<file path="config.mk">
export PLATFORM = sky130hd
export DESIGN_NAME = lru_cache_access_cost
export DESIGN_NICKNAME = d
export VERILOG_FILES = /design/src/design/lcac_pkg.sv /design/src/design/lcac_store.sv /design/src/design/lru_cache_access_cost.sv
export SDC_FILE = /design/constraint.sdc
export NUM_CORES = 2
export LEC_CHECK = 0
export ABC_CLOCK_PERIOD_IN_PS = 16800
export BUFFER_PORTS_ARGS = -buffer_cell sky130_fd_sc_hd__buf_2
export CAP_MARGIN = 20
export CORE_MARGIN = 4
export CORE_UTILIZATION = 50
export CTS_CLUSTER_SIZE = 14
export DETAILED_ROUTE_END_ITERATION = 7
export GPL_TIMING_DRIVEN = 0
export MAX_ROUTING_LAYER = met4
export PLACE_DENSITY = 0.67
export SYNTH_ARGS = -nofsm -noshare
export SYNTH_HDL_FRONTEND = slang
export SYNTH_HIERARCHICAL = 1
export SYNTH_SLANG_ARGS = --single-unit
</file>
<file path="constraint.sdc">
create_clock -name i_clk -period 16.8 [get_ports i_clk]
set_clock_uncertainty 0.05 [all_clocks]
set_input_delay 1.68 -clock i_clk [delete_from_list [all_inputs] [get_ports i_clk]]
set_output_delay 1.68 -clock i_clk [all_outputs]
set_load 0.05 [all_outputs]
</file>
<file path="src/design/lcac_pkg.sv">
// Package for the LRU cache access-cost block: widths, cost codes, key folding.
// Used by lcac_store and lru_cache_access_cost; no dependencies.
package lcac_pkg;

    localparam int DEF_WAYS      = 32;
    localparam int DEF_KEY_BYTES = 8;
    localparam int KEY_W         = 64;
    localparam int CFG_W         = 6;
    localparam int COST_W        = 3;
    localparam int TOTAL_W       = 32;
    localparam int OUT_W         = 40;

    localparam logic [COST_W-1:0] HIT_COST  = 3'd1;
    localparam logic [COST_W-1:0] MISS_COST = 3'd5;

    typedef struct packed {
        logic cfg_we;
        logic access;
    } t_ctl;

    // Fold ASCII capitals to lower case, byte by byte.
    function automatic logic [KEY_W-1:0] fold_key(input logic [KEY_W-1:0] raw);
        logic [KEY_W-1:0] res;
        logic [7:0]       ch;
        res = '0;
        for (int b = 0; b < KEY_W / 8; b++) begin
            ch = raw[8*b +: 8];
            if (ch >= 8'h41 && ch <= 8'h5A) begin
                ch = ch + 8'h20;
            end
            res[8*b +: 8] = ch;
        end
        return res;
    endfunction

endpackage

</file>
<file path="src/design/lcac_store.sv">
// Tag store, valid bits and recency ranks of the fully associative cache.
// Parallel compare, LRU rank update and eviction; uses lcac_pkg.
module lcac_store #(
    parameter int WAYS      = lcac_pkg::DEF_WAYS,
    parameter int KEY_BYTES = lcac_pkg::DEF_KEY_BYTES
) (
    input  logic                       i_clk,
    input  logic                       i_rst_n,
    input  lcac_pkg::t_ctl             i_ctl,
    input  logic [lcac_pkg::CFG_W-1:0] i_cfg_size,
    input  logic [8*KEY_BYTES-1:0]     i_key,
    output logic                       o_hit
);
    localparam int KW = 8 * KEY_BYTES;
    localparam int RW = (WAYS > 1) ? $clog2(WAYS) : 1;
    localparam int CW = RW + 1;
    localparam int SW = lcac_pkg::CFG_W + 1;

    logic [KW-1:0]              r_key [WAYS];
    logic [WAYS-1:0]            r_vld, n_vld;
    logic [RW-1:0]              r_rank [WAYS];
    logic [RW-1:0]              n_rank [WAYS];
    logic [lcac_pkg::CFG_W-1:0] r_size;

    logic [CW-1:0]   lim, cfg_lim;
    logic [WAYS-1:0] match, keep;
    logic [RW-1:0]   hit_idx, free_idx, hit_rank;
    logic [CW-1:0]   inc [WAYS];
    logic            key_we;

    always_comb begin
        lim = ({1'b0, r_size} >= SW'(WAYS)) ? CW'(WAYS) : CW'(r_size);
        cfg_lim = ({1'b0, i_cfg_size} >= SW'(WAYS)) ? CW'(WAYS) : CW'(i_cfg_size);
        hit_idx  = '0;
        free_idx = '0;
        for (int w = WAYS - 1; w >= 0; w--) begin
            match[w] = r_vld[w] && (r_key[w] == i_key);
            inc[w]   = {1'b0, r_rank[w]} + CW'(1);
            keep[w]  = r_vld[w] && (inc[w] < lim);
            if (match[w]) begin
                hit_idx = RW'(w);
            end
            if (!keep[w]) begin
                free_idx = RW'(w);
            end
        end
        o_hit    = |match;
        hit_rank = r_rank[hit_idx];
    end

    always_comb begin
        n_vld  = r_vld;
        n_rank = r_rank;
        key_we = 1'b0;
        if (i_ctl.cfg_we) begin
            for (int w = 0; w < WAYS; w++) begin
                if (r_vld[w] && ({1'b0, r_rank[w]} >= cfg_lim)) begin
                    n_vld[w]  = 1'b0;
                    n_rank[w] = '0;
                end
            end
        end else if (i_ctl.access) begin
            if (o_hit) begin
                for (int w = 0; w < WAYS; w++) begin
                    if (r_vld[w] && (r_rank[w] < hit_rank)) begin
                        n_rank[w] = inc[w][RW-1:0];
                    end
                end
                n_rank[hit_idx] = '0;
            end else if (lim != '0) begin
                for (int w = 0; w < WAYS; w++) begin
                    if (keep[w]) begin
                        n_rank[w] = inc[w][RW-1:0];
                    end else begin
                        n_vld[w]  = 1'b0;
                        n_rank[w] = '0;
                    end
                end
                n_vld[free_idx]  = 1'b1;
                n_rank[free_idx] = '0;
                key_we           = 1'b1;
            end
        end
    end

    always_ff @(posedge i_clk) begin
        if (!i_rst_n) begin
            r_vld  <= '0;
            r_size <= '0;
            for (int w = 0; w < WAYS; w++) begin
                r_rank[w] <= '0;
            end
        end else begin
            r_vld  <= n_vld;
            r_rank <= n_rank;
            if (i_ctl.cfg_we) begin
                r_size <= i_cfg_size;
            end
        end
    end

    always_ff @(posedge i_clk) begin
        if (key_we) begin
            r_key[free_idx] <= i_key;
        end
    end

endmodule

</file>
<file path="src/design/lru_cache_access_cost.sv">
// Top level of the LRU cache access-cost block: stream ports, input and result
// registers, running total. Uses lcac_pkg and lcac_store.
//
// Usage:
//   Input stream s_axis carries one access key per item (8 bytes, first byte
//   in tdata[7:0]); capitals are folded to lower case and the key is held in
//   an input register. From there it is compared against all ways at
//   once, the LRU ranks are updated, and the result is loaded into the output
//   register on m_axis: hit, cost (1 or 5) and the saturating running total.
//   One item per cycle is sustained while m_axis does not stall, with the
//   lookup and rank update done between the input and output registers.
//   When m_axis stalls, the result is held; one more item may enter the input
//   register, then s_axis_tready drops until the result is taken.
//   Reset empties the cache, clears the total and sets the size to 0 (every
//   access misses until a size is written). i_cfg_we/i_cfg_wdata write the
//   size; lowering it evicts the least recent entries beyond the new size.
//   Write the size only while no item is in flight.
module lru_cache_access_cost #(
    parameter int WAYS      = lcac_pkg::DEF_WAYS,
    parameter int KEY_BYTES = lcac_pkg::DEF_KEY_BYTES
) (
    input  logic                          i_clk,
    input  logic                          i_rst_n,
    input  logic                          i_cfg_we,
    input  logic [lcac_pkg::CFG_W-1:0]    i_cfg_wdata,
    input  logic                          s_axis_tvalid,
    output logic                          s_axis_tready,
    input  logic [lcac_pkg::KEY_W-1:0]    s_axis_tdata,  // access_key[63:0]
    output logic                          m_axis_tvalid,
    input  logic                          m_axis_tready,
    output logic [lcac_pkg::OUT_W-1:0]    m_axis_tdata   // hit, access_cost, total_cost, pad
);
    localparam int KW = 8 * KEY_BYTES;

    logic                           r_in_vld;
    logic [KW-1:0]                  r_in_key;
    logic                           r_out_vld;
    logic                           r_out_hit;
    logic [lcac_pkg::COST_W-1:0]    r_out_cost;
    logic [lcac_pkg::TOTAL_W-1:0]   r_total, n_total;

    logic                           advance, access, hit;
    logic [lcac_pkg::KEY_W-1:0]     folded;
    logic [lcac_pkg::COST_W-1:0]    cost;
    logic [lcac_pkg::TOTAL_W:0]     sum;
    lcac_pkg::t_ctl                 ctl;

    assign advance       = !r_out_vld || m_axis_tready;
    assign access        = r_in_vld && advance;
    assign s_axis_tready = !r_in_vld || advance;
    assign folded        = lcac_pkg::fold_key(s_axis_tdata);

    assign ctl.cfg_we = i_cfg_we;
    assign ctl.access = access;

    lcac_store #(
        .WAYS      (WAYS),
        .KEY_BYTES (KEY_BYTES)
    ) u_store (
        .i_clk      (i_clk),
        .i_rst_n    (i_rst_n),
        .i_ctl      (ctl),
        .i_cfg_size (i_cfg_wdata),
        .i_key      (r_in_key),
        .o_hit      (hit)
    );

    always_comb begin
        cost    = hit ? lcac_pkg::HIT_COST : lcac_pkg::MISS_COST;
        sum     = {1'b0, r_total} + (lcac_pkg::TOTAL_W + 1)'(cost);
        n_total = sum[lcac_pkg::TOTAL_W] ? '1 : sum[lcac_pkg::TOTAL_W-1:0];
    end

    always_ff @(posedge i_clk) begin
        if (!i_rst_n) begin
            r_in_vld  <= 1'b0;
            r_out_vld <= 1'b0;
            r_total   <= '0;
        end else begin
            if (s_axis_tready) begin
                r_in_vld <= s_axis_tvalid;
            end
            if (advance) begin
                r_out_vld <= r_in_vld;
            end
            if (access) begin
                r_total <= n_total;
            end
        end
    end

    always_ff @(posedge i_clk) begin
        if (s_axis_tready && s_axis_tvalid) begin
            r_in_key <= folded[KW-1:0];
        end
        if (access) begin
            r_out_hit  <= hit;
            r_out_cost <= cost;
        end
    end

    assign m_axis_tvalid = r_out_vld;
    assign m_axis_tdata  = {{(lcac_pkg::OUT_W - lcac_pkg::TOTAL_W - lcac_pkg::COST_W - 1){1'b0}},
                            r_total, r_out_cost, r_out_hit};

endmodule

</file>
==> flow_summary.json <==
{
  "p_per_area_nw_per_um2": 98.82,
  "whs_ns": 0.4544,
  "report.final.slew_viol_count": 0,
  "setup_viol": 0,
  "start_kind": "flop",
  "synthCells": 8650,
  "crit_type": "flop to flop",
  "cp_slowest_cell": "a2111oi_2",
  "wl_per_cell_um": 44.01,
  "antenna_found_initial": 85,
  "relSlewSlack_pct": 11.36,
  "hold_buffers": 0,
  "numCtsBuffers": 241,
  "crit_arrival_ns": 13.95,
  "grt_setup_unrepaired": "no",
  "crit_fanout": 19,
  "fin_crit_sh_pct": 78.51,
  "synth_top_area_share_pct": 55.35,
  "place_inst": 12111,
  "initial_utilization_pct": 50.36,
  "die_y_um": 486.9,
  "dr_total_vias": 88578,
  "power.total_mw": 13.38,
  "core-area_um2": 227700,
  "num_rows": 175,
  "yosys.area.top_type": "edfxtp_1",
  "crit_family": "compound AO/OA/AOI/OAI gates",
  "leakagePower_nw": 45.58,
  "gp_congestion": 1.079,
  "irDropWorstVdd_v": 0.0001047,
  "cts-root-buf": "clkbuf_16",
  "yosys_warnings": 6,
  "syn_area_um2": 114700,
  "grt_pass1_vias": 81543,
  "endpoint_kind": "flop",
  "clk_path_buf_depth": 3,
  "ys_types": 107,
  "max_clock_freq_ghz": 0.07582,
  "placed_area_um2": 127200,
  "layout_commonest_cell": "edfxtp_1",
  "cts_setup_buffers": 0,
  "grtUsageTotal_pct": 47.18,
  "holdCritPathClass": "flop to flop",
  "viasPerCell": 7.013,
  "clk_latency_ns": 0.95,
  "dr.pass1.iters": 6,
  "multi_input_area_um2": 44270,
  "h-tree-depth": 4,
  "layout_setup_ws_ns": 3.611,
  "io_pins": 117,
  "hold_violations": 0,
  "overflow": 0,
  "yosys_most_used_dff": "edfxtp_1",
  "status": "finished, final reports clean",
  "synth_edf_count": 2114,
  "design_area_um2": 135400,
  "final_util_pct": 59.46,
  "nFillCells": 17560,
  "async_flop_share_pct": 0,
  "seqCellArea_um2": 68130,
  "hpwl_um": 393800,
  "avgSynthCellArea_um2": 13.26,
  "grt_max_degree": 65,
  "required_ns": 17.56,
  "die_area_um2": 237100,
  "drt-total-wl_um": 555900,
  "crit_buf_inv": 10,
  "period_minus_slack_ns": 13.19,
  "ant_nets": 0,
  "pre_cts_ws_ns": 4.711,
  "die_x_um": 486.9,
  "fin_cells": 12631,
  "finalSetupTns_ns": 0,
  "cts_sinks": 2346,
  "grt_pass1_wl_um": 726400,
  "areaGrowthSynthToFinish_pct": 18.08,
  "clkSlewWorstSetupHoldPaths_ns": 0.06,
  "synth_area_leaders": "edfxtp_1, xnor2_1, ha_1",
  "cap_violations": 0,
  "cts_resized": 0,
  "slowest_delay_ns": 1.00,
  "yosys_register_bits": 2346,
  "worst_pin_slew_ns": 1.330,
  "synth-seq-area-share_pct": 59.40,
  "io_buffers": 109,
  "drive_above_1_share_pct": 13.27,
  "cts_tree": "done",
  "nNetsFinal": 9915,
  "drc_errors": 0,
  "final_cell_mix": "edfxtp_1, xnor2_1, ha_1",
  "path_common_cell": "nor2_1",
  "first_iter_violations": 17055
}
-- cells by family after synthesis --
logic type | synth area share [%]
simple gates | 10.13
fa+ha+maj | 5.346
flops | 59.40
compound gates | 9.160
buf+inv | 2.356
xor+xnor | 12.85
mux | 0.7386
other cells | 0.006549
-- synth_stat cells, types with 62 or more instances --
master	count
dfxtp_1	232
a22o_1	141
ha_1	490
nor2b_1	201
nor3_1	66
nand4_1	335
nand2b_1	306
o22ai_1	88
inv_1	198
o2111ai_1	62
a21oi_1	222
edfxtp_1	2114
xnor2_1	1232
o21ai_0	236
buf_2	184
clkbuf_1	85
nor4_1	222
a21o_1	68
o2bb2ai_1	71
nand2_1	227
nor2_1	251
xor2_1	451
nand3_1	178
-- final timing paths --
kind	startpoint	slack, ns	end	cells past startpoint
setup reg to reg	r_in_key[16]$_DFFE_PP_	3.61	u_store/r_rank[32]$_SDFFE_PN0P_	31
hold / removal	r_total[0]$_SDFFE_PN0P_	0.45	r_total[0]$_SDFFE_PN0P_	1
hold reg to reg	r_total[0]$_SDFFE_PN0P_	0.45	r_total[0]$_SDFFE_PN0P_	1
setup / recovery	r_in_key[16]$_DFFE_PP_	3.61	u_store/r_rank[32]$_SDFFE_PN0P_	31
-- layout make-up --
class                           count  share of cell area (%)
Tap cell                         3009                   2.780
Timing Repair Buffer              453                   6.226
Buffer                            345                   1.368
Antenna cell                       67                  0.1238
Clock inverter                    157                   1.197
Inverter                          228                  0.6339
Multi-Input combinational cell   5735                   32.69
Clock buffer                      291                   4.670
Sequential cell                  2346                   50.31
-- report_power, final --
part / internal (mW) / switching (mW) / leakage (nW)
clock: 3.08 / 2.40 / 3.88
sequential: 6.38 / 0.0637 / 20.9
combinational: 0.432 / 1.02 / 20.8
-- worst register-to-register path: cells and delay by family, from the launching register on --
family,cells,cell delay [ns]
buffers and inverters,10,4.37
adder cells (fa/ha/maj),1,0.33
XOR/XNOR,1,0.21
AND/OR/NAND/NOR,8,2.47
AO/OA/AOI/OAI,11,4.80
flip-flops,1,0.88
-- sequential cells by signal (all words and copies together), names as in the netlist --
name / flops
m_axis_tvalid: 1
r_out_hit: 1
u_store/r_vld: 32
u_store/r_size: 6
r_in_key: 64
r_in_vld: 1
r_total: 32
r_out_cost: 1
u_store/r_key: 2048
u_store/r_rank: 160
-- layer usage --
layer	up-vias	wire [um]	track usage, %	part of all wire (%)
met5	-	0	-	0
met4	0	58050	37.36	10
met3	2436	84730	16.32	15
met2	8321	231400	66.57	42
met1	43611	181700	54.82	33
li1	34210	-	-	-
No activity file was read; power rests on OpenSTA's default activity.
